--- src/ycsw_pkg.sv ---
package ycsw_pkg;

  localparam int VALUE_W = 32;
  localparam int FRAC_W = 16;
  localparam int WIDE_W = 2 * VALUE_W;
  localparam int OPND_W = VALUE_W + 1;
  localparam int CNT_W = $clog2(WIDE_W);
  localparam int IN_TDATA_W = ((5 * VALUE_W + 3 + 7) / 8) * 8;
  localparam int OUT_TDATA_W = ((VALUE_W + 2 + 7) / 8) * 8;
  localparam int CFG_ADDR_W = 3;

  localparam logic signed [WIDE_W-1:0] ONE_Q = WIDE_W'(1) << FRAC_W;
  localparam logic signed [WIDE_W-1:0] ROUND_ADD = ONE_Q - WIDE_W'(1);
  // shortest rollback time that still gets a counter-rotation (1 ms)
  localparam logic signed [WIDE_W-1:0] RB_MIN_TIME = (ONE_Q + WIDE_W'(500)) / WIDE_W'(1000);
  localparam logic signed [WIDE_W-1:0] VAL_MAX = (WIDE_W'(1) << (VALUE_W - 1)) - WIDE_W'(1);
  localparam logic signed [WIDE_W-1:0] VAL_MIN = -VAL_MAX - WIDE_W'(1);

  typedef enum logic [1:0] {
    PH_IDLE = 2'd0,
    PH_CORR = 2'd1,
    PH_ROLL = 2'd2,
    PH_DONE = 2'd3
  } phase_t;

  typedef enum logic [CFG_ADDR_W-1:0] {
    CFG_START    = 3'd0,
    CFG_ROLLBACK = 3'd1,
    CFG_END      = 3'd2,
    CFG_RATIO    = 3'd3,
    CFG_GAIN     = 3'd4,
    CFG_DEADBAND = 3'd5,
    CFG_LIMIT    = 3'd6,
    CFG_PERIOD   = 3'd7
  } cfg_idx_t;

  typedef struct packed {
    logic signed [VALUE_W-1:0] start_position;
    logic signed [VALUE_W-1:0] rollback_position;
    logic signed [VALUE_W-1:0] end_position;
    logic signed [VALUE_W-1:0] rollback_ratio;
    logic signed [VALUE_W-1:0] speed_gain;
    logic        [VALUE_W-2:0] deadband;
    logic        [VALUE_W-2:0] error_limit;
    logic        [VALUE_W-2:0] sample_period;
  } cfg_regs_t;

  typedef struct packed {
    logic signed [VALUE_W-1:0] position;
    logic signed [VALUE_W-1:0] left_yaw;
    logic signed [VALUE_W-1:0] right_yaw;
    logic                      front_wall;
    logic                      left_wall;
    logic                      right_wall;
    logic signed [VALUE_W-1:0] current_speed;
    logic signed [VALUE_W-1:0] desired_speed;
  } item_t;

  typedef enum logic {
    ALU_MUL = 1'b0,
    ALU_DIV = 1'b1
  } alu_op_t;

  typedef struct packed {
    logic                      start;
    alu_op_t                   op;
    logic signed [WIDE_W-1:0]  a;
    logic signed [OPND_W-1:0]  b;
  } alu_req_t;

  typedef struct packed {
    logic                     busy;
    logic                     done;
    logic signed [WIDE_W-1:0] res;
  } alu_rsp_t;

  function automatic logic signed [VALUE_W-1:0] sat_val(input logic signed [WIDE_W-1:0] v);
    if (v > VAL_MAX) begin
      return VAL_MAX[VALUE_W-1:0];
    end else if (v < VAL_MIN) begin
      return VAL_MIN[VALUE_W-1:0];
    end
    return v[VALUE_W-1:0];
  endfunction

endpackage

--- src/ycsw_cfg.sv ---
module ycsw_cfg import ycsw_pkg::*; (
  input  logic                  clk,
  input  logic                  rst_n,
  input  logic                  wr_en,
  input  logic [CFG_ADDR_W-1:0] wr_addr,
  input  logic [VALUE_W-1:0]    wr_data,
  output cfg_regs_t             regs
);

  cfg_regs_t regs_r;

  always_ff @(posedge clk) begin
    if (!rst_n) begin
      regs_r.start_position    <= '0;
      regs_r.rollback_position <= '0;
      regs_r.end_position      <= '0;
      regs_r.rollback_ratio    <= '0;
      regs_r.speed_gain        <= '0;
      regs_r.deadband          <= '0;
      regs_r.error_limit       <= (VALUE_W-1)'(17153);
      regs_r.sample_period     <= (VALUE_W-1)'(66);
    end else if (wr_en) begin
      case (cfg_idx_t'(wr_addr))
        CFG_START:    regs_r.start_position    <= wr_data;
        CFG_ROLLBACK: regs_r.rollback_position <= wr_data;
        CFG_END:      regs_r.end_position      <= wr_data;
        CFG_RATIO:    regs_r.rollback_ratio    <= wr_data;
        CFG_GAIN:     regs_r.speed_gain        <= wr_data;
        CFG_DEADBAND: regs_r.deadband          <= wr_data[VALUE_W-2:0];
        CFG_LIMIT:    regs_r.error_limit       <= wr_data[VALUE_W-2:0];
        CFG_PERIOD:   regs_r.sample_period     <= wr_data[VALUE_W-2:0];
        default: ;
      endcase
    end
  end

  assign regs = regs_r;

endmodule

--- config.mk ---
export PLATFORM = sky130hd
export DESIGN_NAME = ycsw_cfg
export DESIGN_NICKNAME = d
export VERILOG_FILES = /design/src/ycsw_pkg.sv /design/src/ycsw_cfg.sv
export SDC_FILE = /design/constraint.sdc
export NUM_CORES = 1
export LEC_CHECK = 0
export ABC_AREA = 0
export BUFFER_PORTS_ARGS = -buffer_cell sky130_fd_sc_hd__buf_2
export CORE_MARGIN = 2
export CORE_UTILIZATION = 55
export CTS_CLUSTER_DIAMETER = 80
export CTS_CLUSTER_SIZE = 12
export DETAILED_ROUTE_END_ITERATION = 7
export GPL_ROUTABILITY_DRIVEN = 0
export PLACE_DENSITY = 0.85
export SLEW_MARGIN = 30
export SYNTH_ARGS = -nofsm -noshare
export SYNTH_HDL_FRONTEND = slang
export SYNTH_SLANG_ARGS = --single-unit
--- constraint.sdc ---
create_clock -name clk -period 2.28 [get_ports clk]
set_clock_uncertainty 0.15 [all_clocks]
set_input_delay 0.456 -clock clk [delete_from_list [all_inputs] [get_ports clk]]
set_output_delay 0.456 -clock clk [all_outputs]
set_load 0.03 [all_outputs]
Word level (Yosys, flattened, before mapping)
Index checks and enable logic that the tools add are counted.

word-level totals
  bits in registers = 253
  logic and storage cells = 24

cells by class
  reduce and logical (&&, ||, !) cells = 9
  equal/unequal tests = 7

operator list
  kind                                           number
  AND reduction 2 bit                            8
  == test 3 bit, second input constant           4
  == test 3 x 2 -> 1 bit, second input constant  2
  == test 3 x 1 -> 1 bit, second input constant  1
  zero test 3 bit                                1

Logic depth before layout (Yosys ltp)
  depth after elaboration = 2
  mapped depth = 5
  mapped depth without buffers = 2

Worst setup path after synthesis
OpenSTA, ideal clock, no wires.

  path kind = in2reg
  start point = input wr_addr[0]
  end point = register regs_r (netlist bit regs[223])
  cell stages on the path = 4
  slack = 0.665 ns
  arrival time = 1.393 ns
  cells stage by stage = buf_6 > nor4b_4 > buf_6 > mux2i_1

between the ends
  word-level cells in the longest chain between the ends = 2

ends and longest elaborated chain
  item                           RTL line        RTL
  start: declaration             ycsw_cfg.sv:5   input logic [CFG_ADDR_W-1:0] wr_addr,
  zero test 3 bit                ycsw_cfg.sv:23  case (cfg_idx_t'(wr_addr))
  AND reduction 2 bit (no line)  n/a
  end: declaration               ycsw_cfg.sv:10  cfg_regs_t regs_r;

Every way passes these cells.
A chain may end at the register's enable or synchronous reset.

Worst setup path in the final report
  start point = register regs_r (netlist bit regs[234])
  end point = output regs[234] in the netlist's numbering

RTL lines
  item              RTL line       RTL
  end: declaration  ycsw_cfg.sv:7  output cfg_regs_t regs

No word-level cell between the ends.

==> flow_summary.json <==
{
  "cap_viol_max_count": 0,
  "fin_util_pct": 70.0,
  "synth_area_leaders": "dfxtp_1, mux2i_1, nand2_1, buf_4, clkbuf_1",
  "holdWs_ns": 0.0911,
  "dpl_cell_area_um2": 10900,
  "yosys.area.top_type": "dfxtp_1",
  "async_flop_share_pct": 0,
  "leakagePower_nw": 6.26,
  "slowest_stage": "dfxtp_1",
  "clk_pin_slew_ns": 0.06,
  "seq_area_um2": 5060,
  "fin_crit_sh_pct": 74.7,
  "drc": 0,
  "grt_pass1_vias": 7174,
  "synth_edf_count": 0,
  "min_from": "wr_data[0]",
  "design.core.area_um2": 16500,
  "io_pins": 291,
  "grt_max_degree": 42,
  "cts_max_level": 1,
  "n_fill_cell": 1238,
  "ant_nets": 0,
  "viasPerCell": 5.26,
  "yosys_warnings": 0,
  "wl_per_cell_um": 17.8,
  "cts.repair.resized": 0,
  "dp_hpwl_um": 16800,
  "tns_ns": 0,
  "final_cell_mix": "buf_2, nand2_1, mux2i_1, dfxtp_1, buf_4",
  "synth.top_cell.area_share_pct": 55.2,
  "num_rows": 47,
  "cts_buffers": 25,
  "wl_um": 24600,
  "drive_gt1_share_pct": 30.4,
  "cts_setup_buffers": 0,
  "rr_startpoint": "regs[107]$_SDFFE_PN0P_",
  "tightest_slew_ns": 0.455,
  "yosys_most_used_dff": "dfxtp_1",
  "overflow": 0,
  "post-route-min-period_ns": 1.70,
  "hold_buffers": 0,
  "crit_chain": "buf_2",
  "avgSynthCellArea_um2": 10.5,
  "status": "complete, no violations",
  "cts_root_buffer": "clkbuf_16",
  "vias": 7252,
  "ys_seq_area_share_pct": 55.2,
  "clock_sinks": 253,
  "cts_tree": "yes",
  "maxSlewHeadroom_pct": 69.6,
  "hold_depth": 3,
  "cp_top_family": "flip-flops",
  "ys_ff_latch": 253,
  "setup_violations": 0,
  "critPathMaxStageDelay_ns": 0.38,
  "first_pass_iters": 4,
  "largest_reg_flops": 253,
  "grtUsageTotal_pct": 26.9,
  "syn-instance-count": 871,
  "antenna_found_initial": 2,
  "hold_viol": 0,
  "die_h_um": 133,
  "cp_data_required_time_ns": 1.67,
  "final_nets": 1193,
  "clk_path_buf_depth": 3,
  "initial_core_util_pct": 55.7,
  "min_path_type": "in2reg",
  "clkLatencyLatePin_ns": 0.50,
  "powerDensity_nw_per_um2": 765,
  "r2r_end": "regs[107]$_SDFFE_PN0P_",
  "multi_input_area_um2": 3810,
  "crit_fanout": 2,
  "hold-path-endpoint": "regs[31]$_SDFFE_PN1P_",
  "synth_fp_nets": 909,
  "mostFrequentLayoutCell": "buf_2",
  "end_kind": "primary output",
  "drt_iter0_drc": 322,
  "final_area_um2": 11500,
  "path_buf_inv": 1,
  "area_growth_pct": 25.6,
  "slew_violations": 0,
  "arrival_ns": 1.10,
  "path_class": "reg2out",
  "fmax_ghz": 0.587,
  "netlist-cell-type-count": 16,
  "grt_pass1_wl_um": 38200,
  "rr_worst_depth": 2,
  "die_w_um": 133,
  "rsz0062_at_grt": "false",
  "syn_area_um2": 9180,
  "die_area_um2": 17700,
  "portBuffers": 290,
  "r2r_slack_ns": 1.44,
  "ir_worst_vdd_mv": 0.652,
  "worstSetupStartpointType": "flip-flop"
}
-- stage by stage --
stage / instances / setup slack [ns] / total power, W
3_5_place_dp: 1348 / 0.339 / 0.00542
5_1_grt: 1376 / 0.532 / 0.00910
6_report: 1378 / 0.576 / 0.00882
2_1_floorplan: 871 / 0.665 / 0.00516
4_1_cts: 1375 / 0.543 / 0.00888
3_3_place_gp: 1348 / 0.424 / 0.00541
-- worst max path at each step --
stage,start,endpoint,slack (ns),cells after the start
floorplan,wr_addr[0],regs[223]$_SDFFE_PN0P_,0.66,4
global placement,wr_en,regs[193]$_SDFFE_PN0P_,0.42,4
detailed placement,wr_en,regs[189]$_SDFFE_PN0P_,0.34,4
CTS,regs[104]$_SDFFE_PN0P_,regs[104],0.54,1
global route,regs[104]$_SDFFE_PN0P_,regs[104],0.53,1
finish,regs[234]$_SDFFE_PN0P_,regs[234],0.58,1
-- cells by family after synthesis --
logic type	synth area share, %
simple gates	13.4
mux	27.6
flops	55.2
buf+inv	3.83
-- power breakdown --
part           leakage [nW]  switching (W)  internal, W
logic                  3.90       0.000525     0.000231
registers              2.05      0.0000500      0.00452
clock network         0.315        0.00156      0.00194
total                  6.26        0.00213      0.00669
-- final cells by class --
| class | instances | area share, % |
|---|---|---|
| Tap cell | 220 | 2.39 |
| Timing Repair Buffer | 321 | 15.0 |
| Multi-Input combinational cell | 554 | 33.0 |
| Antenna cell | 3 | 0.0651 |
| Clock buffer | 26 | 5.46 |
| Clock inverter | 1 | 0.0977 |
| Sequential cell | 253 | 43.9 |
-- Yosys cell counts (2+ instances only) --
master     count
nand4b_1       3
dfxtp_1      253
buf_2         17
mux2i_1      253
buf_4         14
nand4bb_1      2
nor2b_1       12
buf_6          5
buf_1          3
clkbuf_1      25
nand2_1      279
-- routing by layer --
layer	up-vias	GRT usage [%]	share of wire (%)
met4	0	11.3	3.9
met3	61	6.20	7.0
met1	3486	33.2	41
met2	279	45.6	48
met5	-	0	0
li1	3426	-	-
(Power assumes the default switching activity.)
