--- src/ycsw_pkg.sv ---
package ycsw_pkg;

  localparam int VALUE_W = 32;
  localparam int FRAC_W = 16;
  localparam int WIDE_W = 2 * VALUE_W;
  localparam int OPND_W = VALUE_W + 1;
  localparam int CNT_W = $clog2(WIDE_W);
  localparam int IN_TDATA_W = ((5 * VALUE_W + 3 + 7) / 8) * 8;
  localparam int OUT_TDATA_W = ((VALUE_W + 2 + 7) / 8) * 8;
  localparam int CFG_ADDR_W = 3;

  localparam logic signed [WIDE_W-1:0] ONE_Q = WIDE_W'(1) << FRAC_W;
  localparam logic signed [WIDE_W-1:0] ROUND_ADD = ONE_Q - WIDE_W'(1);
  // shortest rollback time that still gets a counter-rotation (1 ms)
  localparam logic signed [WIDE_W-1:0] RB_MIN_TIME = (ONE_Q + WIDE_W'(500)) / WIDE_W'(1000);
  localparam logic signed [WIDE_W-1:0] VAL_MAX = (WIDE_W'(1) << (VALUE_W - 1)) - WIDE_W'(1);
  localparam logic signed [WIDE_W-1:0] VAL_MIN = -VAL_MAX - WIDE_W'(1);

  typedef enum logic [1:0] {
    PH_IDLE = 2'd0,
    PH_CORR = 2'd1,
    PH_ROLL = 2'd2,
    PH_DONE = 2'd3
  } phase_t;

  typedef enum logic [CFG_ADDR_W-1:0] {
    CFG_START    = 3'd0,
    CFG_ROLLBACK = 3'd1,
    CFG_END      = 3'd2,
    CFG_RATIO    = 3'd3,
    CFG_GAIN     = 3'd4,
    CFG_DEADBAND = 3'd5,
    CFG_LIMIT    = 3'd6,
    CFG_PERIOD   = 3'd7
  } cfg_idx_t;

  typedef struct packed {
    logic signed [VALUE_W-1:0] start_position;
    logic signed [VALUE_W-1:0] rollback_position;
    logic signed [VALUE_W-1:0] end_position;
    logic signed [VALUE_W-1:0] rollback_ratio;
    logic signed [VALUE_W-1:0] speed_gain;
    logic        [VALUE_W-2:0] deadband;
    logic        [VALUE_W-2:0] error_limit;
    logic        [VALUE_W-2:0] sample_period;
  } cfg_regs_t;

  typedef struct packed {
    logic signed [VALUE_W-1:0] position;
    logic signed [VALUE_W-1:0] left_yaw;
    logic signed [VALUE_W-1:0] right_yaw;
    logic                      front_wall;
    logic                      left_wall;
    logic                      right_wall;
    logic signed [VALUE_W-1:0] current_speed;
    logic signed [VALUE_W-1:0] desired_speed;
  } item_t;

  typedef enum logic {
    ALU_MUL = 1'b0,
    ALU_DIV = 1'b1
  } alu_op_t;

  typedef struct packed {
    logic                      start;
    alu_op_t                   op;
    logic signed [WIDE_W-1:0]  a;
    logic signed [OPND_W-1:0]  b;
  } alu_req_t;

  typedef struct packed {
    logic                     busy;
    logic                     done;
    logic signed [WIDE_W-1:0] res;
  } alu_rsp_t;

  function automatic logic signed [VALUE_W-1:0] sat_val(input logic signed [WIDE_W-1:0] v);
    if (v > VAL_MAX) begin
      return VAL_MAX[VALUE_W-1:0];
    end else if (v < VAL_MIN) begin
      return VAL_MIN[VALUE_W-1:0];
    end
    return v[VALUE_W-1:0];
  endfunction

endpackage

--- src/ycsw_alu.sv ---
module ycsw_alu import ycsw_pkg::*; (
  input  logic     clk,
  input  logic     rst_n,
  input  alu_req_t req,
  output alu_rsp_t rsp
);

  typedef enum logic [1:0] {A_IDLE, A_DIV, A_FIN} astate_t;

  astate_t                   state_r;
  logic [CNT_W-1:0]          cnt_r;
  logic [WIDE_W-1:0]         quo_r;
  logic [OPND_W-1:0]         rem_r;
  logic [OPND_W-1:0]         dvs_r;
  logic                      neg_r;
  logic                      zero_r;
  logic signed [WIDE_W-1:0]  res_r;
  logic                      done_r;

  logic signed [2*OPND_W-1:0] prod;
  logic [WIDE_W-1:0]          mag_a;
  logic [OPND_W-1:0]          mag_b;
  logic [OPND_W:0]            rem_sh;
  logic [OPND_W:0]            rem_diff;
  logic                       rem_ge;
  logic signed [WIDE_W-1:0]   sat_nxt;

  always_comb begin
    prod     = $signed(req.a[OPND_W-1:0]) * req.b;
    mag_a    = req.a[WIDE_W-1] ? -req.a : req.a;
    mag_b    = req.b[OPND_W-1] ? -req.b : req.b;
    // restoring step: one quotient bit per cycle
    rem_sh   = {rem_r, quo_r[WIDE_W-1]};
    rem_diff = rem_sh - {1'b0, dvs_r};
    rem_ge   = rem_sh >= {1'b0, dvs_r};
    if (zero_r) begin
      sat_nxt = '0;
    end else if (neg_r) begin
      sat_nxt = (quo_r > -VAL_MIN) ? VAL_MIN : -$signed(quo_r);
    end else begin
      sat_nxt = (quo_r > VAL_MAX) ? VAL_MAX : $signed(quo_r);
    end
  end

  always_ff @(posedge clk) begin
    if (!rst_n) begin
      state_r <= A_IDLE;
      done_r  <= 1'b0;
    end else begin
      case (state_r)
        A_IDLE: begin
          done_r <= req.start && (req.op == ALU_MUL);
          if (req.start) begin
            if (req.op == ALU_MUL) begin
              res_r <= prod[WIDE_W-1:0];
            end else begin
              quo_r   <= mag_a;
              rem_r   <= '0;
              dvs_r   <= mag_b;
              neg_r   <= req.a[WIDE_W-1] ^ req.b[OPND_W-1];
              zero_r  <= (req.a == '0);
              cnt_r   <= '0;
              state_r <= A_DIV;
            end
          end
        end
        A_DIV: begin
          done_r <= 1'b0;
          rem_r  <= rem_ge ? rem_diff[OPND_W-1:0] : rem_sh[OPND_W-1:0];
          quo_r  <= {quo_r[WIDE_W-2:0], rem_ge};
          cnt_r  <= cnt_r + CNT_W'(1);
          if (cnt_r == CNT_W'(WIDE_W - 1)) begin
            state_r <= A_FIN;
          end
        end
        A_FIN: begin
          // a zero divisor leaves an all-ones quotient, which saturates by sign
          res_r   <= sat_nxt;
          done_r  <= 1'b1;
          state_r <= A_IDLE;
        end
        default: begin
          done_r  <= 1'b0;
          state_r <= A_IDLE;
        end
      endcase
    end
  end

  assign rsp.busy = (state_r != A_IDLE);
  assign rsp.done = done_r;
  assign rsp.res  = res_r;

endmodule

--- config.mk ---
export PLATFORM = sky130hd
export DESIGN_NAME = ycsw_alu
export DESIGN_NICKNAME = d
export VERILOG_FILES = /design/src/ycsw_pkg.sv /design/src/ycsw_alu.sv
export SDC_FILE = /design/constraint.sdc
export NUM_CORES = 2
export LEC_CHECK = 0
export ABC_AREA = 1
export CORE_UTILIZATION = 55
export DETAILED_ROUTE_END_ITERATION = 12
export DONT_BUFFER_PORTS = 1
export GPL_TIMING_DRIVEN = 0
export PLACE_DENSITY = 0.7
export SLEW_MARGIN = 0
export SYNTH_ARGS = -nofsm -noshare
export SYNTH_HDL_FRONTEND = slang
export SYNTH_SLANG_ARGS = --single-unit
--- constraint.sdc ---
create_clock -name clk -period 13.13 [get_ports clk]
set_input_delay 1.313 -clock clk [delete_from_list [all_inputs] [get_ports clk]]
set_output_delay 1.313 -clock clk [all_outputs]
set_load 0.005 [all_outputs]
Yosys cells after proc, flatten, opt, wreduce, memory -nomap -nowiden
Cells that the tools add are included.

word-level totals
  memory bits (read-only) = 0
  memories = 0
  output and inout port bits = 66
  bits in writable memories = 0
  bits of input ports = 101
  logic and storage cells = 62
  bits in latches = 0
  flip-flop bits (word level) = 205

cells by class
  equality and inequality tests = 7
  $lt $le $gt $ge = 3
  reduce and logical (&&, ||, !) cells = 10
  div/mod/pow operators = 0
  add/sub/neg operators = 5
  shift operators = 0
  muxes and demuxes = 24
  bitwise gates (word level) = 2
  multipliers = 1

operators by type and width
  operator              number
  $mux 64               9
  $pmux 64 s2           2
  $neg 64->64           2
  $mux 33               3
  $pmux 33 s2           1
  $gt 64x31->1 const B  1
  $gt 64x32->1 const B  1
  $logic_not 64->1      1
  $mul 33x33->64        1
  $ge 34x33->1          1
  $neg 33->33           1
  $sub 33x33->33        1
  $mux 32               1
  $mux 6                2
  $pmux 6 s2            1
  $reduce_and 4->1      3
  $ne 2x2->1 const B    4
  $add 6x1->6 const B   1
  $eq 6x6->1 const B    1
  $mux 2                3
  $reduce_bool 2->1     3
  $pmux 2 s2            1
  $reduce_and 3->1      1
  $eq 2x1->1 const B    1
  6 further kinds       6

Depth between registers and ports, before layout
  word-level depth = 5
  mapped depth = 33
  depth with buffers taken out = 31

Least setup slack after synthesis
Ideal clock, no wire load.

  path kind = in2reg
  from = input port rst_n
  to = register cnt_r[0] (enable)
  required time = 12413 ps
  setup time = 717 ps
  slack = 3444 ps
  path buffers = 0
  arrival = 8969 ps
  cell stages on the path = 2
  path through = inv_1 -> a211oi_1

on the way
  word-level cells in the longest chain between the ends = 1

RTL lines
  what                               RTL line        source
  from (decl)                        ycsw_alu.sv:3   input logic rst_n,
  $reduce_and 4->1 (no source line)  -
  to (signal assigned)               ycsw_alu.sv:71  cnt_r <= cnt_r + CNT_W'(1);
  to (decl)                          ycsw_alu.sv:11  logic [CNT_W-1:0] cnt_r;

No other way between the ends.
A chain may end at the register's enable or synchronous reset.

Worst setup path in the final report
  from = input port req[65] (netlist name)
  to = register res_r[51], data pin

on the way
  word-level cells in the longest chain between the ends = 4

RTL lines
  what                  RTL line        source
  from (decl)           ycsw_alu.sv:4   input alu_req_t req,
  $mul 33x33->64        ycsw_alu.sv:29  prod = $signed(req.a[OPND_W-1:0]) * req.b;
  $mux 64               ycsw_alu.sv:54  if (req.op == ALU_MUL) begin
  $mux 64               ycsw_alu.sv:53  if (req.start) begin
  $pmux 64 s2           ycsw_alu.sv:50  case (state_r)
  to (signal assigned)  ycsw_alu.sv:55  res_r <= prod[WIDE_W-1:0];
  to (signal assigned)  ycsw_alu.sv:78  res_r <= sat_nxt;
  to (decl)             ycsw_alu.sv:17  logic signed [WIDE_W-1:0] res_r;

No other way between the ends. The select of a mux whose other input is x is not followed.

==> results.md <==
Outcome:
- The flow ran to the end, but the final reports show violations.
- The checks that failed: max-capacitance violations, max-slew violations.

Worst setup path:
- The beginning of the worst register-to-register path is quo_r[63].
- The category of the worst setup path capture point is a register.
- STA classifies the critical path startpoint as an input pin.
- The endpoint of the worst-slack reg-to-reg timing path is rem_r[23].
- At the worst endpoint, the arrival time is between 10,000 and 15,000 ps.
- The largest single stage delay on the critical path is 890 ps.
- The required time reported for the critical path endpoint is 13,460 ps.
- The maximum fanout along the worst path is 13.
- The setup slack on the worst flop-to-flop path is roughly 10,000 ps.
- For the worst flop-to-flop path, the logic depth is 14.
- On the critical path, the stage with the largest delay is an instance of sky130_fd_sc_hd__clkbuf_1.
- The critical path in this run is classified as input pin to register.

Route:
- The total via count after detailed routing is around 50,000.
- The routed length per instance is 25.8 um.
- For this run, the detailed router's first-pass iteration total came to 9.
- The DRC violation count after routing is 0.
- After detailed routing, the number of vias per cell comes to 5.63.
- The iteration-0 DRC count of the detailed router is between 5,000 and 6,000.
- The total routed wirelength is 229 mm.
- Once detail routing completed, the nets flagged for antenna violations numbered 0.

Clocking:
- The number of buffers created by CTS is 24.
- Clock-pin slew was measured on the worst setup and hold paths at roughly 70 ps.
- Hold repair after CTS inserted 0 buffers.
- The buffer cell driving the clock tree root is sky130_fd_sc_hd__clkbuf_16.
- In this run the number of H-tree levels came out at 1.
- Once the clock tree was built, the resizer swapped 0 gates to a different size.
- For the worst-skew pair, the clock arrives at the later sink with an insertion delay of a little under 600 ps.
- The clock tree from TritonCTS is done.
- No sink is reached through more buffers than the 3 on the longest clock path.
- The post-CTS setup buffer count is 0.
- The clock net sink count is slightly above 200.

Logic synthesis:
- The per-instance average area after synthesis is about 7.5 um^2.
- After synthesis, the share of flip-flops with an asynchronous set or reset is 0%.
- Sequential elements use 11.0% of the synthesized area.
- The most common flop cell mapped by yosys is sky130_fd_sc_hd__edfxtp_1.
- The number of library cell types mapped by synthesis is between 50 and 60.
- The cell area after synthesis is roughly 56,000 um^2.
- Yosys printed 0 warnings.
- The post-synthesis instance total is 7,446.
- Synthesis inferred around 210 register bits.
- When the netlist entered floorplanning its net count stood at ~8,900.
- The number of enable-type register cells in the synthesized netlist is just over 200.

STA:
- The remaining max-slew budget at the tightest pin is -9.87%.
- Setup repair after global routing left no endpoint under its margin.
- The final critical path takes up 84.9% of the cycle.
- The worst setup slack after layout is approximately 2000 ps.
- The hold violation count in the final report was 0.
- The worst setup skew after layout is roughly 28 ps.
- The final critical-path required period is roughly 11,000 ps.
- Hold is met by 552 ps.
- Adding up every negative setup slack in the final design gives 0 ps.
- The slew at the pin with the worst max-slew slack is about 1600 ps.
- Setup violations remaining at the end of the flow were counted as 0.
- The count of pins over their slew limit was 20.
- Based on the critical path, the design can be clocked at up to roughly 90 MHz.

Floorplan:
- The cell row count is roughly 120.
- The die extent in x is 321 um.
- The area of the die is between 100,000 and 150,000 um^2.
- After floorplanning, the core was sized to cover 100,000 um^2.
- The floorplan step set the die height to 321 um.
- The effective utilization at floorplan is between 50% and 60%.
- around 170 I/O pins were placed.

Placement:
- In this run the tool buffered the top-level ports with 0 buffer cells.
- Routability-driven placement finished with a final weighted congestion of ~1.1.
- Summed over all nets, the half-perimeter wirelength after detailed placement is 191 mm.
- Before CTS, the worst setup slack after placement is approximately 1700 ps.

Layout:
- Compared with the post-synthesis result, the final layout area differs by 4.89%.
- The post-layout net count is roughly 9,000.
- In the final layout, the share of cells above drive strength 1 is about 2.1%.
- The final core utilization is between 50% and 60%.
- The layout has around 9,600 filler cells.

Worst hold path:
- The sink of the worst hold path is quo_r[45].
- The kind of path behind the tightest hold check is register to register.
- The worst min-delay path startpoint is quo_r[44].
- Counting instances, the worst hold path has a depth of 2.

Global routing:
- The number of global-route vias before repair is slightly above 50,000.
- The global-route wire length before repair is roughly 330 mm.
- Summed over all layers, the global routing overflow is 0.
- In the global route stage, overall resource usage came out at between 40% and 50%.
- Entering global routing, the biggest net connects 34 pins.
- The number of antenna violations at the first check in global routing is 24.

Run:
- Across the run, the number of max-cap violations was 2.
[critical path: cells and delay by family]
family	cells	cell delay [ps]
adder cells (fa/ha/maj)	9	5000
buffers and inverters	10	3150
AND/OR/NAND/NOR	10	1690
AO/OA/AOI/OAI	1	290
[sequential cells by signal, indices dropped and copies added, names as in the netlist]
name	cells
cnt_r	6
zero_r	1
state_r	2
rem_r	33
neg_r	1
res_r	64
done_r	1
quo_r	64
dvs_r	33
[cell families (layout without fill, tap and decap cells)]
group	Yosys count	in the layout	synth area share (%)
other	0	9	0
DFF	205	205	11.0
adders and majority gates	1375	1375	45.9
AOI/OAI and AO/OA	445	445	4.23
and+or+nand+nor	2872	2872	20.9
xor gates and xnor gates	90	90	1.41
buffers and inverters	2459	2513	16.6
[how the worst max path moves through the flow]
| stage | from | to | slack [ps] | cells after the start |
|---|---|---|---|---|
| finish | req[65] | res_r[51] | 1980 | 30 |
| floorplan | rst_n | cnt_r[0] | 3440 | 2 |
| detailed placement | req[65] | res_r[51] | 1720 | 28 |
| global placement | rst_n | rem_r[9] | -630 | 2 |
| global route | req[65] | res_r[51] | 1820 | 30 |
| CTS | req[65] | res_r[51] | 2290 | 28 |
[cell usage in the layout (no fill, tap or decap), types with 74 or more instances in the layout]
cell type / instances
sky130_fd_sc_hd__a21oi_1: 181
sky130_fd_sc_hd__buf_1: 105
sky130_fd_sc_hd__clkbuf_1: 177
sky130_fd_sc_hd__edfxtp_1: 202
sky130_fd_sc_hd__fa_1: 1125
sky130_fd_sc_hd__ha_1: 249
sky130_fd_sc_hd__inv_1: 2130
sky130_fd_sc_hd__nand2_1: 2001
sky130_fd_sc_hd__nand3_1: 250
sky130_fd_sc_hd__nor2_1: 426
sky130_fd_sc_hd__o21ai_0: 183
sky130_fd_sc_hd__xor2_1: 74
[per-layer routing]
metal | global-route usage (%) | routed length, um | vias to the layer above
li1 | - | - | 21500
met4 | 37.8 | 24000 | 12
met3 | 10.4 | 24800 | 935
met5 | 0 | 80 | -
met2 | 70.0 | 100000 | 3144
met1 | 53.9 | 80000 | 24300
[cell type report]
| cell class | count | area (um^2) | share of cell area, % |
|---|---|---|---|
| Multi-Input combinational cell | 4782 | 40500 | 69.1 |
| Inverter | 2141 | 8040 | 13.7 |
| Sequential cell | 205 | 6130 | 10.4 |
| Tap cell | 1357 | 1700 | 2.89 |
| Buffer | 318 | 1280 | 2.18 |
| Clock buffer | 26 | 608 | 1.04 |
| Timing Repair Buffer | 11 | 214 | 0.365 |
| Clock inverter | 17 | 153 | 0.260 |
| Antenna cell | 9 | 22.5 | 0.0384 |
[metrics by stage]
step / area (um^2) / instances
finish: 58700 / 8866
floorplan: 55900 / 7446
detailed placement: 57900 / 8813
global route: 58700 / 8861
global placement: 57600 / 8803
CTS: 58600 / 8856
[synthesized netlist by cell type, types with 24 or more instances]
| library cell | count | share of area [%] |
|---|---|---|
| sky130_fd_sc_hd__inv_1 | 2130 | 14 |
| sky130_fd_sc_hd__clkbuf_1 | 178 | 1.2 |
| sky130_fd_sc_hd__buf_2 | 25 | 0.22 |
| sky130_fd_sc_hd__ha_1 | 249 | 5.6 |
| sky130_fd_sc_hd__nand4_1 | 61 | 0.68 |
| sky130_fd_sc_hd__nor2_1 | 427 | 2.9 |
| sky130_fd_sc_hd__xor2_1 | 74 | 1.2 |
| sky130_fd_sc_hd__nand3_1 | 250 | 2.2 |
| sky130_fd_sc_hd__buf_1 | 106 | 0.71 |
| sky130_fd_sc_hd__o21ai_0 | 183 | 1.6 |
| sky130_fd_sc_hd__a21oi_1 | 182 | 1.6 |
| sky130_fd_sc_hd__o21ai_1 | 24 | 0.21 |
| sky130_fd_sc_hd__nand2_1 | 2001 | 13 |
| sky130_fd_sc_hd__edfxtp_1 | 202 | 11 |
| sky130_fd_sc_hd__fa_1 | 1126 | 40 |
| sky130_fd_sc_hd__nor3_1 | 41 | 0.37 |
Power is left out: the tool's default activity adds up to more than one toggle a clock period on the data nets, which glitch-free logic cannot reach.
