$ cat src/ycsw_pkg.sv
package ycsw_pkg;

  localparam int VALUE_W = 32;
  localparam int FRAC_W = 16;
  localparam int WIDE_W = 2 * VALUE_W;
  localparam int OPND_W = VALUE_W + 1;
  localparam int CNT_W = $clog2(WIDE_W);
  localparam int IN_TDATA_W = ((5 * VALUE_W + 3 + 7) / 8) * 8;
  localparam int OUT_TDATA_W = ((VALUE_W + 2 + 7) / 8) * 8;
  localparam int CFG_ADDR_W = 3;

  localparam logic signed [WIDE_W-1:0] ONE_Q = WIDE_W'(1) << FRAC_W;
  localparam logic signed [WIDE_W-1:0] ROUND_ADD = ONE_Q - WIDE_W'(1);
  // shortest rollback time that still gets a counter-rotation (1 ms)
  localparam logic signed [WIDE_W-1:0] RB_MIN_TIME = (ONE_Q + WIDE_W'(500)) / WIDE_W'(1000);
  localparam logic signed [WIDE_W-1:0] VAL_MAX = (WIDE_W'(1) << (VALUE_W - 1)) - WIDE_W'(1);
  localparam logic signed [WIDE_W-1:0] VAL_MIN = -VAL_MAX - WIDE_W'(1);

  typedef enum logic [1:0] {
    PH_IDLE = 2'd0,
    PH_CORR = 2'd1,
    PH_ROLL = 2'd2,
    PH_DONE = 2'd3
  } phase_t;

  typedef enum logic [CFG_ADDR_W-1:0] {
    CFG_START    = 3'd0,
    CFG_ROLLBACK = 3'd1,
    CFG_END      = 3'd2,
    CFG_RATIO    = 3'd3,
    CFG_GAIN     = 3'd4,
    CFG_DEADBAND = 3'd5,
    CFG_LIMIT    = 3'd6,
    CFG_PERIOD   = 3'd7
  } cfg_idx_t;

  typedef struct packed {
    logic signed [VALUE_W-1:0] start_position;
    logic signed [VALUE_W-1:0] rollback_position;
    logic signed [VALUE_W-1:0] end_position;
    logic signed [VALUE_W-1:0] rollback_ratio;
    logic signed [VALUE_W-1:0] speed_gain;
    logic        [VALUE_W-2:0] deadband;
    logic        [VALUE_W-2:0] error_limit;
    logic        [VALUE_W-2:0] sample_period;
  } cfg_regs_t;

  typedef struct packed {
    logic signed [VALUE_W-1:0] position;
    logic signed [VALUE_W-1:0] left_yaw;
    logic signed [VALUE_W-1:0] right_yaw;
    logic                      front_wall;
    logic                      left_wall;
    logic                      right_wall;
    logic signed [VALUE_W-1:0] current_speed;
    logic signed [VALUE_W-1:0] desired_speed;
  } item_t;

  typedef enum logic {
    ALU_MUL = 1'b0,
    ALU_DIV = 1'b1
  } alu_op_t;

  typedef struct packed {
    logic                      start;
    alu_op_t                   op;
    logic signed [WIDE_W-1:0]  a;
    logic signed [OPND_W-1:0]  b;
  } alu_req_t;

  typedef struct packed {
    logic                     busy;
    logic                     done;
    logic signed [WIDE_W-1:0] res;
  } alu_rsp_t;

  function automatic logic signed [VALUE_W-1:0] sat_val(input logic signed [WIDE_W-1:0] v);
    if (v > VAL_MAX) begin
      return VAL_MAX[VALUE_W-1:0];
    end else if (v < VAL_MIN) begin
      return VAL_MIN[VALUE_W-1:0];
    end
    return v[VALUE_W-1:0];
  endfunction

endpackage

$ cat src/ycsw_seq.sv
module ycsw_seq import ycsw_pkg::*; (
  input  logic                      clk,
  input  logic                      rst_n,
  input  logic                      in_valid,
  output logic                      in_ready,
  input  item_t                     in_item,
  input  cfg_regs_t                 cfg,
  output alu_req_t                  alu_req,
  input  alu_rsp_t                  alu_rsp,
  output logic                      out_valid,
  input  logic                      out_ready,
  output logic signed [VALUE_W-1:0] out_omega,
  output phase_t                    out_phase
);

  typedef enum logic [4:0] {
    S_IDLE, S_PHASE, S_ERR, S_DB,
    S_MUL_G, S_WAIT_G, S_DIV_V, S_WAIT_V,
    S_MUL_T, S_WAIT_T, S_STEP, S_ACC,
    S_DIV_R, S_WAIT_R, S_MUL_A, S_WAIT_A, S_DIV_A, S_WAIT_D,
    S_EMIT
  } state_t;

  state_t                    state_r;
  phase_t                    phase_r;
  logic [1:0]                walls_r;   // bit0 left, bit1 right
  logic signed [VALUE_W-1:0] angle_sum_r;
  logic signed [VALUE_W-1:0] rollback_omega_r;
  logic signed [VALUE_W-1:0] omega_hold_r;
  item_t                     item_r;
  logic signed [VALUE_W:0]   err_r;
  logic signed [WIDE_W-1:0]  tmp_r;
  logic signed [VALUE_W-1:0] step_r;
  logic signed [VALUE_W-1:0] rbt_r;
  logic                      out_valid_r;
  logic signed [VALUE_W-1:0] out_omega_r;
  phase_t                    out_phase_r;

  phase_t                    phase_nxt;
  logic                      latch_walls;
  logic signed [VALUE_W+1:0] lterm, rterm, esum, esum_adj, esum_half;
  logic signed [VALUE_W:0]   err_nxt;
  logic signed [VALUE_W:0]   db, lim, dbv, db_nxt;
  logic signed [WIDE_W-1:0]  tround, tshift;
  logic signed [VALUE_W-1:0] step_nxt;
  logic signed [VALUE_W-1:0] angle_nxt;
  logic signed [VALUE_W:0]   span;

  // phase step of this tick, taken from the phase held at its start
  always_comb begin
    phase_nxt   = phase_r;
    latch_walls = 1'b0;
    case (phase_r)
      PH_IDLE: begin
        if (item_r.position >= cfg.start_position) begin
          latch_walls = 1'b1;
          phase_nxt = (!item_r.front_wall && (item_r.left_wall || item_r.right_wall)) ?
                      PH_CORR : PH_DONE;
        end
      end
      PH_CORR: if (item_r.position >= cfg.rollback_position) phase_nxt = PH_ROLL;
      PH_ROLL: if (item_r.position >= cfg.end_position) phase_nxt = PH_DONE;
      default: phase_nxt = PH_DONE;
    endcase
  end

  always_comb begin
    lterm     = walls_r[0] ? (VALUE_W+2)'(item_r.left_yaw) : '0;
    rterm     = walls_r[1] ? (VALUE_W+2)'(item_r.right_yaw) : '0;
    esum      = -lterm - rterm;
    // halve toward zero when both walls are averaged
    esum_adj  = esum + $signed({{(VALUE_W+1){1'b0}}, esum[VALUE_W+1]});
    esum_half = esum_adj >>> 1;
    err_nxt   = (&walls_r) ? esum_half[VALUE_W:0] : esum[VALUE_W:0];

    db  = $signed({2'b00, cfg.deadband});
    lim = $signed({2'b00, cfg.error_limit});
    if (err_r > db) begin
      dbv = err_r - db;
    end else if (err_r < -db) begin
      dbv = err_r + db;
    end else begin
      dbv = '0;
    end
    if (dbv > lim) begin
      db_nxt = lim;
    end else if (dbv < -lim) begin
      db_nxt = -lim;
    end else begin
      db_nxt = dbv;
    end

    tround    = tmp_r + (tmp_r[WIDE_W-1] ? ROUND_ADD : '0);
    tshift    = tround >>> FRAC_W;
    step_nxt  = sat_val(tshift);
    angle_nxt = sat_val(WIDE_W'(angle_sum_r) + WIDE_W'(step_r));
    span      = (VALUE_W+1)'(cfg.end_position) - (VALUE_W+1)'(cfg.rollback_position);
  end

  always_comb begin
    alu_req = '0;
    case (state_r)
      S_MUL_G: begin
        alu_req.start = 1'b1;
        alu_req.op    = ALU_MUL;
        alu_req.a     = WIDE_W'(cfg.speed_gain);
        alu_req.b     = err_r;
      end
      S_DIV_V: begin
        alu_req.start = 1'b1;
        alu_req.op    = ALU_DIV;
        alu_req.a     = tmp_r;
        alu_req.b     = OPND_W'(item_r.current_speed);
      end
      S_MUL_T: begin
        alu_req.start = 1'b1;
        alu_req.op    = ALU_MUL;
        alu_req.a     = WIDE_W'(omega_hold_r);
        alu_req.b     = $signed({2'b00, cfg.sample_period});
      end
      S_DIV_R: begin
        alu_req.start = 1'b1;
        alu_req.op    = ALU_DIV;
        alu_req.a     = WIDE_W'(span) <<< FRAC_W;
        alu_req.b     = OPND_W'(item_r.desired_speed);
      end
      S_MUL_A: begin
        alu_req.start = 1'b1;
        alu_req.op    = ALU_MUL;
        alu_req.a     = -WIDE_W'(angle_sum_r);
        alu_req.b     = OPND_W'(cfg.rollback_ratio);
      end
      S_DIV_A: begin
        alu_req.start = 1'b1;
        alu_req.op    = ALU_DIV;
        alu_req.a     = tmp_r;
        alu_req.b     = OPND_W'(rbt_r);
      end
      default: ;
    endcase
  end

  always_ff @(posedge clk) begin
    if (!rst_n) begin
      state_r          <= S_IDLE;
      phase_r          <= PH_IDLE;
      walls_r          <= '0;
      angle_sum_r      <= '0;
      rollback_omega_r <= '0;
      omega_hold_r     <= '0;
      out_valid_r      <= 1'b0;
    end else begin
      // S_EMIT handles the output register itself
      if (out_valid_r && out_ready && (state_r != S_EMIT)) begin
        out_valid_r <= 1'b0;
      end
      case (state_r)
        S_IDLE: begin
          if (in_valid) begin
            item_r  <= in_item;
            state_r <= S_PHASE;
          end
        end
        S_PHASE: begin
          if (latch_walls) begin
            walls_r <= {item_r.right_wall, item_r.left_wall};
          end
          if (phase_r == PH_ROLL) begin
            omega_hold_r <= (phase_nxt == PH_DONE) ? '0 : rollback_omega_r;
          end
          phase_r <= phase_nxt;
          state_r <= (phase_r == PH_CORR) ? S_ERR : S_EMIT;
        end
        S_ERR: begin
          err_r   <= err_nxt;
          state_r <= S_DB;
        end
        S_DB: begin
          err_r   <= db_nxt;
          state_r <= S_MUL_G;
        end
        S_MUL_G: state_r <= S_WAIT_G;
        S_WAIT_G: begin
          if (alu_rsp.done) begin
            tmp_r   <= alu_rsp.res;
            state_r <= S_DIV_V;
          end
        end
        S_DIV_V: state_r <= S_WAIT_V;
        S_WAIT_V: begin
          if (alu_rsp.done) begin
            omega_hold_r <= alu_rsp.res[VALUE_W-1:0];
            state_r      <= S_MUL_T;
          end
        end
        S_MUL_T: state_r <= S_WAIT_T;
        S_WAIT_T: begin
          if (alu_rsp.done) begin
            tmp_r   <= alu_rsp.res;
            state_r <= S_STEP;
          end
        end
        S_STEP: begin
          step_r  <= step_nxt;
          state_r <= S_ACC;
        end
        S_ACC: begin
          angle_sum_r <= angle_nxt;
          // phase_r already holds this tick's new phase
          state_r     <= (phase_r == PH_ROLL) ? S_DIV_R : S_EMIT;
        end
        S_DIV_R: state_r <= S_WAIT_R;
        S_WAIT_R: begin
          if (alu_rsp.done) begin
            rbt_r <= alu_rsp.res[VALUE_W-1:0];
            if (alu_rsp.res >= RB_MIN_TIME) begin
              state_r <= S_MUL_A;
            end else begin
              rollback_omega_r <= '0;
              state_r          <= S_EMIT;
            end
          end
        end
        S_MUL_A: state_r <= S_WAIT_A;
        S_WAIT_A: begin
          if (alu_rsp.done) begin
            tmp_r   <= alu_rsp.res;
            state_r <= S_DIV_A;
          end
        end
        S_DIV_A: state_r <= S_WAIT_D;
        S_WAIT_D: begin
          if (alu_rsp.done) begin
            rollback_omega_r <= alu_rsp.res[VALUE_W-1:0];
            state_r          <= S_EMIT;
          end
        end
        S_EMIT: begin
          if (!out_valid_r || out_ready) begin
            out_valid_r <= 1'b1;
            out_omega_r <= omega_hold_r;
            out_phase_r <= phase_r;
            state_r     <= S_IDLE;
          end
        end
        default: state_r <= S_IDLE;
      endcase
    end
  end

  assign in_ready  = (state_r == S_IDLE);
  assign out_valid = out_valid_r;
  assign out_omega = out_omega_r;
  assign out_phase = out_phase_r;

endmodule

$ cat config.mk
export PLATFORM = sky130hd
export DESIGN_NAME = ycsw_seq
export DESIGN_NICKNAME = d
export VERILOG_FILES = /design/src/ycsw_pkg.sv /design/src/ycsw_seq.sv
export SDC_FILE = /design/constraint.sdc
export NUM_CORES = 2
export LEC_CHECK = 0
export BUFFER_PORTS_ARGS = -buffer_cell sky130_fd_sc_hd__buf_2
export CORE_MARGIN = 4
export CORE_UTILIZATION = 50
export DETAILED_ROUTE_END_ITERATION = 8
export GPL_ROUTABILITY_DRIVEN = 0
export PLACE_DENSITY = 0.72
export SETUP_SLACK_MARGIN = 0.4
export SLEW_MARGIN = 40
export SYNTH_ARGS = -nofsm -noshare
export SYNTH_HDL_FRONTEND = slang
export SYNTH_SLANG_ARGS = --single-unit
$ cat constraint.sdc
create_clock -name clk -period 21.7 [get_ports clk]
set_clock_uncertainty 0.15 [all_clocks]
set_input_delay 4.34 -clock clk [delete_from_list [all_inputs] [get_ports clk]]
set_output_delay 4.34 -clock clk [all_outputs]
set_load 0.02 [all_outputs]
## Yosys cells after proc, flatten, opt, wreduce, memory -nomap -nowiden

Cells that the tools add are included.

| storage, ports and cells | value |
|---|---|
| register bits after elaboration | 464 |
| bits of input ports | 486 |
| logic and storage cells | 149 |

| cells by class | value |
|---|---|
| add/subtract/negate cells | 11 |
| order comparisons | 12 |
| equal/unequal tests | 32 |
| muxes and demuxes | 49 |
| reductions and logical operators | 24 |

Operators with widths:

| operator | count |
|---|---|
| $pmux W99 S6 | 1 |
| $mux W32 | 11 |
| $mux W33 | 5 |
| $pmux W32 S2 | 2 |
| $ge A32 B32 Y1 | 3 |
| $pmux W5 S19 | 1 |
| $mux W34 | 2 |
| $gt A33 B32 Y1 | 2 |
| $lt A33 B33 Y1 | 2 |
| $neg A31 Y33 | 2 |
| $pmux W33 S2 | 1 |
| $add A64 B16 Y64 | 1 |
| $ge A64 B8 Y1 const B | 1 |
| $neg A32 Y64 | 1 |
| $mux W5 | 11 |
| $gt A48 B32 Y1 const B | 1 |
| $lt A48 B32 Y1 const B | 1 |
| $eq A5 B4 Y1 const B | 8 |
| $add A34 B2 Y34 | 1 |
| $neg A34 Y34 | 1 |
| $sub A34 B34 Y34 | 1 |
| $add A32 B32 Y33 | 1 |
| $add A33 B32 Y33 | 1 |
| $gt A33 B32 Y1 const B | 1 |
| other kinds (26) | 66 |

## Depth between registers and ports, before layout

| depth | value |
|---|---|
| depth after elaboration | 9 |
| depth in mapped cells | 37 |
| mapped depth without buffers | 34 |

## Worst setup path after synthesis

OpenSTA, ideal clock, no wires.

| timing | value |
|---|---|
| path type | input -> output |
| start | in cfg[190] (netlist name) |
| end | out alu_req[70] (netlist name) |
| arrival time | 7778 ps |
| path slack | 9432 ps |
| stages on the path | 16 |
| buffers on the path | 0 |
| path through | inv_1 -> ha_1 -> nor2b_1 -> o21ai_0 -> a21oi_1 -> o21ai_0 -> a211oi_1 -> o21ai_0 -> a21oi_1 -> o221ai_1 -> a21boi_0 -> a211oi_1 -> nor2_1 -> or4b_2 -> o311a_1 -> o21ai_0 |

RTL lines:

| element | line | text |
|---|---|---|
| start, declared | ycsw_seq.sv:7 | `input cfg_regs_t cfg,` |
| end, declared | ycsw_seq.sv:8 | `output alu_req_t alu_req,` |

==> Implementation_results.wiki <==
{| class="wikitable"
! Metric !! Value
|-
| Core utilization of the finished layout || 0.5924
|-
| Power Density || 82.09 mW/mm^2
|-
| Initial Utilization || 0.5080
|-
| Fin Setup TNS || 0 ps
|-
| Fmax || 75.89 MHz
|-
| Max-Cap Viols || 0
|-
| Clock slew at reported path FFs || 60 ps
|-
| Clock tree from TritonCTS || yes
|-
| Crit path capture type || output pin
|-
| Async SR Flop Fraction || 0
|-
| Part of the total power dissipated in sequential elements || 0.313
|-
| XOR/XNOR share of the synthesized area || 0.05314
|-
| Initial antenna violation count || 19
|-
| Dpl hpwl || 103200 um
|-
| Slew @ Worst Pin || 873.4 ps
|-
| Tot GR Track Use || 0.3271
|-
| Internal portion of total power || 2.087 mW
|-
| Worst Path Class, Setup || in2out
|-
| Placed Area || 0.03996 mm^2
|-
| Root cell of the clock tree || sky130_fd_sc_hd__clkbuf_16
|-
| First-pass GRT wire length || 190600 um
|-
| Dominant combinational cell family by area after synthesis || compound AO/OA/AOI/OAI gates
|-
| Placement Rows || 97
|-
| Path category of the worst min-delay check || reg2reg
|-
| Worst slew margin relative to its limit || 0.4178
|-
| Post-route clock period utilization || 0.6072
|-
| Count of flip-flops with a built-in enable after synthesis || 358
|-
| Compound-gate portion of the synthesized area || 0.2246
|-
| Comb power frac || 0.417
|-
| Biggest area consumer among synthesized cells || sky130_fd_sc_hd__edfxtp_1
|-
| Endpoint required time on the critical path || 17210 ps
|-
| Fin crit period || 13180 ps
|-
| Via/cell ratio || 6.289
|-
| Worst-path fanout max || 9
|-
| CTS Buf Count || 52
|-
| Antenna-violating nets left || 0
|-
| Total count of max-transition violations in the final report || 0
|-
| Remaining design rule violation count || 0
|-
| Most instantiated flip-flop cell in the synthesis netlist || sky130_fd_sc_hd__edfxtp_1
|-
| DRT Wirelength || 131600 um
|-
| Area fraction of the dominant cell type after synthesis || 0.2996
|-
| Routed wire per std cell || 24.04 um
|-
| Fraction of synthesized area in multiplexers || 0.01524
|-
| Number of buffers on the longest clock path || 3
|-
| Sequential element share of the synthesized area || 0.3588
|-
| Startpoint class of the critical path || input port
|-
| Static power due to leakage || 17.59 nW
|-
| Post-synthesis adder-cell area fraction || 0.1412
|-
| Core Footprint || 0.07064 mm^2
|-
| Number of cells produced by synthesis || 3931
|-
| Leading cell types by count after synthesis || sky130_fd_sc_hd__ha_1, sky130_fd_sc_hd__edfxtp_1, sky130_fd_sc_hd__nor2_1
|-
| Number of hold-slack violations in the final timing report || 0
|-
| Number of warnings printed during yosys synthesis || 0
|-
| Sink count of the clock tree || 464
|-
| Run status || finished, final reports clean
|-
| VDD IR max || 77.36 uV
|-
| Resized Gates After CTS || 0
|-
| Number of buffers inserted by post-CTS setup repair || 0
|-
| Top-level port count || 621
|-
| Die extent in x || 275.9 um
|-
| Syn Nets || 4818
|-
| Switching part of the total power || 0.3922
|-
| Growth of design area from synthesis to finish || 16.62%
|-
| DR pass1 iterations || 8
|-
| Final Cell Area || 0.04184 mm^2
|-
| Reported net switching power || 1.347 mW
|-
| Cell variety after synth || 104
|-
| Share of total power in the clock network || 0.271
|-
| Share of layout cells above drive strength 1 || 0.1847
|-
| Area of the die || 0.07611 mm^2
|-
| Total of endpoints with negative setup slack in the final report || 0
|-
| DR vias || 34437
|-
| Port bufs || 619
|-
| Share of synthesized cell area in and, or, nand and nor gates || 0.1609
|-
| Insertion delay of the later-clocked pin in the worst-skew pair || 650 ps
|-
| Setup repair after global routing missed its margin || false
|-
| Register bit count reported by yosys || 464
|-
| Cts-stage hold buffer count || 0
|-
| Cell area after synthesis || 0.03588 mm^2
|-
| Global route overflow || 0
|-
| Leading post-synthesis cells by cell area || sky130_fd_sc_hd__edfxtp_1, sky130_fd_sc_hd__ha_1, sky130_fd_sc_hd__dfxtp_1
|-
| Final nets || 5360
|-
| Number of DRC violations after detailed-routing iteration 0 || 4302
|-
| Post-synthesis average cell area || 9.128 um^2
|-
| Height of the die || 275.9 um
|-
| Pin count of the biggest net entering global routing || 85
|-
| Number of global-route vias before repair || 31446
|-
| Endpoint arrival time on the critical path || 8690 ps
|-
| Count leader, synth || sky130_fd_sc_hd__ha_1
|-
| Htree depth || 2
|}
## cell families (layout without fill, tap and decap cells)
logic type / count (synthesis) / after routing
AO/OA/AOI/OAI: 1180 / 1180
other: 0 / 21
adder cells (fa/ha/maj): 402 / 402
buffers and inverters: 429 / 1013
XOR/XNOR: 216 / 216
AND/OR/NAND/NOR: 1188 / 1188
flip-flops: 464 / 464
multiplexers: 52 / 52
## layout make-up
type | count | area, um^2
flip-flops and latches | 464 | 12870
fillers | 6215 | 28790
repair buffers | 662 | 3460
well taps | 940 | 1176
clock inverters | 29 | 390.4
multi-input cells | 3038 | 21530
inverters | 255 | 957.2
clock buffers | 67 | 1408
diodes | 21 | 52.55
## power groups by stage
stage                     Clock (mW)  Combinational [mW]  Sequential, mW
after floorplan                    0               0.977            1.07
after global placement             0                1.37            1.09
after detailed placement           0                1.39            1.09
after CTS                      0.940                1.39            1.07
after global routing           0.982                1.56            1.08
final                          0.929                1.43            1.07
## critical path: stages
cell and delay [ps]:
sky130_fd_sc_hd__buf_2 110, sky130_fd_sc_hd__inv_1 50, sky130_fd_sc_hd__ha_1 170, sky130_fd_sc_hd__inv_1 60
sky130_fd_sc_hd__fa_1 390, sky130_fd_sc_hd__a21o_1 190, sky130_fd_sc_hd__a21oi_1 270, sky130_fd_sc_hd__o21ai_0 120
sky130_fd_sc_hd__a31o_2 280, sky130_fd_sc_hd__a21oi_1 190, sky130_fd_sc_hd__o41ai_1 110, sky130_fd_sc_hd__a21oi_1 270
sky130_fd_sc_hd__o21ai_0 180, sky130_fd_sc_hd__nand4_1 130, sky130_fd_sc_hd__o211a_1 170, sky130_fd_sc_hd__o31ai_1 110
sky130_fd_sc_hd__a2111oi_0 560, sky130_fd_sc_hd__buf_4 230, sky130_fd_sc_hd__o21ai_2 220, sky130_fd_sc_hd__buf_4 260
sky130_fd_sc_hd__nand2_1 60, sky130_fd_sc_hd__buf_2 190
## worst paths after layout
kind	start	depth (start not counted)	slack (ps)	to
worst max-delay path	cfg[157]	22	8520	alu_req[84]
worst min-delay path	omega_hold_r[12]	0	310	out_omega[12]
worst min register to register	omega_hold_r[12]	0	310	out_omega[12]
worst max register to register	err_r[32]	26	13760	err_r[24]
## state kept, by name, indices dropped and copies added (netlist names)
name,cells
out_omega,32
out_valid,1
angle_sum_r,32
walls_r,2
omega_hold_r,32
item_r,163
state_r,5
phase_r,2
rollback_omega_r,32
rbt_r,32
step_r,32
tmp_r,64
out_phase,2
err_r,33
## per-layer routing
layer / share of wire / GRT usage
met5: 0.000084 / 0
met2: 0.43 / 0.5006
met1: 0.41 / 0.4554
met3: 0.10 / 0.05537
met4: 0.050 / 0.1471
## metrics by stage
step	hold WS, ps	worst slack (ps)	power [mW]	instances
2_1_floorplan	279.8	9433	2.051	3931
3_3_place_gp	289.9	8373	2.459	5355
3_5_place_dp	296.3	8463	2.477	5358
4_1_cts	310.5	8591	3.407	5454
5_1_grt	322.5	8228	3.618	5468
6_report	310.1	8524	3.435	5476
## layout by cell type, fill, tap and decap left out, types with 66 or more instances in the layout
master,Yosys,layout
sky130_fd_sc_hd__xnor2_1,142,142
sky130_fd_sc_hd__a21oi_1,267,267
sky130_fd_sc_hd__inv_1,253,253
sky130_fd_sc_hd__xor2_1,72,72
sky130_fd_sc_hd__o21ai_0,197,196
sky130_fd_sc_hd__nor2_1,312,307
sky130_fd_sc_hd__nor3_1,102,90
sky130_fd_sc_hd__nor4_1,67,66
sky130_fd_sc_hd__nand3_1,121,121
sky130_fd_sc_hd__a21o_1,96,96
sky130_fd_sc_hd__nand2_1,288,286
sky130_fd_sc_hd__edfxtp_1,358,358
sky130_fd_sc_hd__ha_1,396,396
sky130_fd_sc_hd__nand4_1,70,70
sky130_fd_sc_hd__dfxtp_1,106,106
sky130_fd_sc_hd__a22oi_1,136,136
sky130_fd_sc_hd__a211oi_1,74,74
sky130_fd_sc_hd__buf_2,15,619
(Power assumes the default switching activity.)
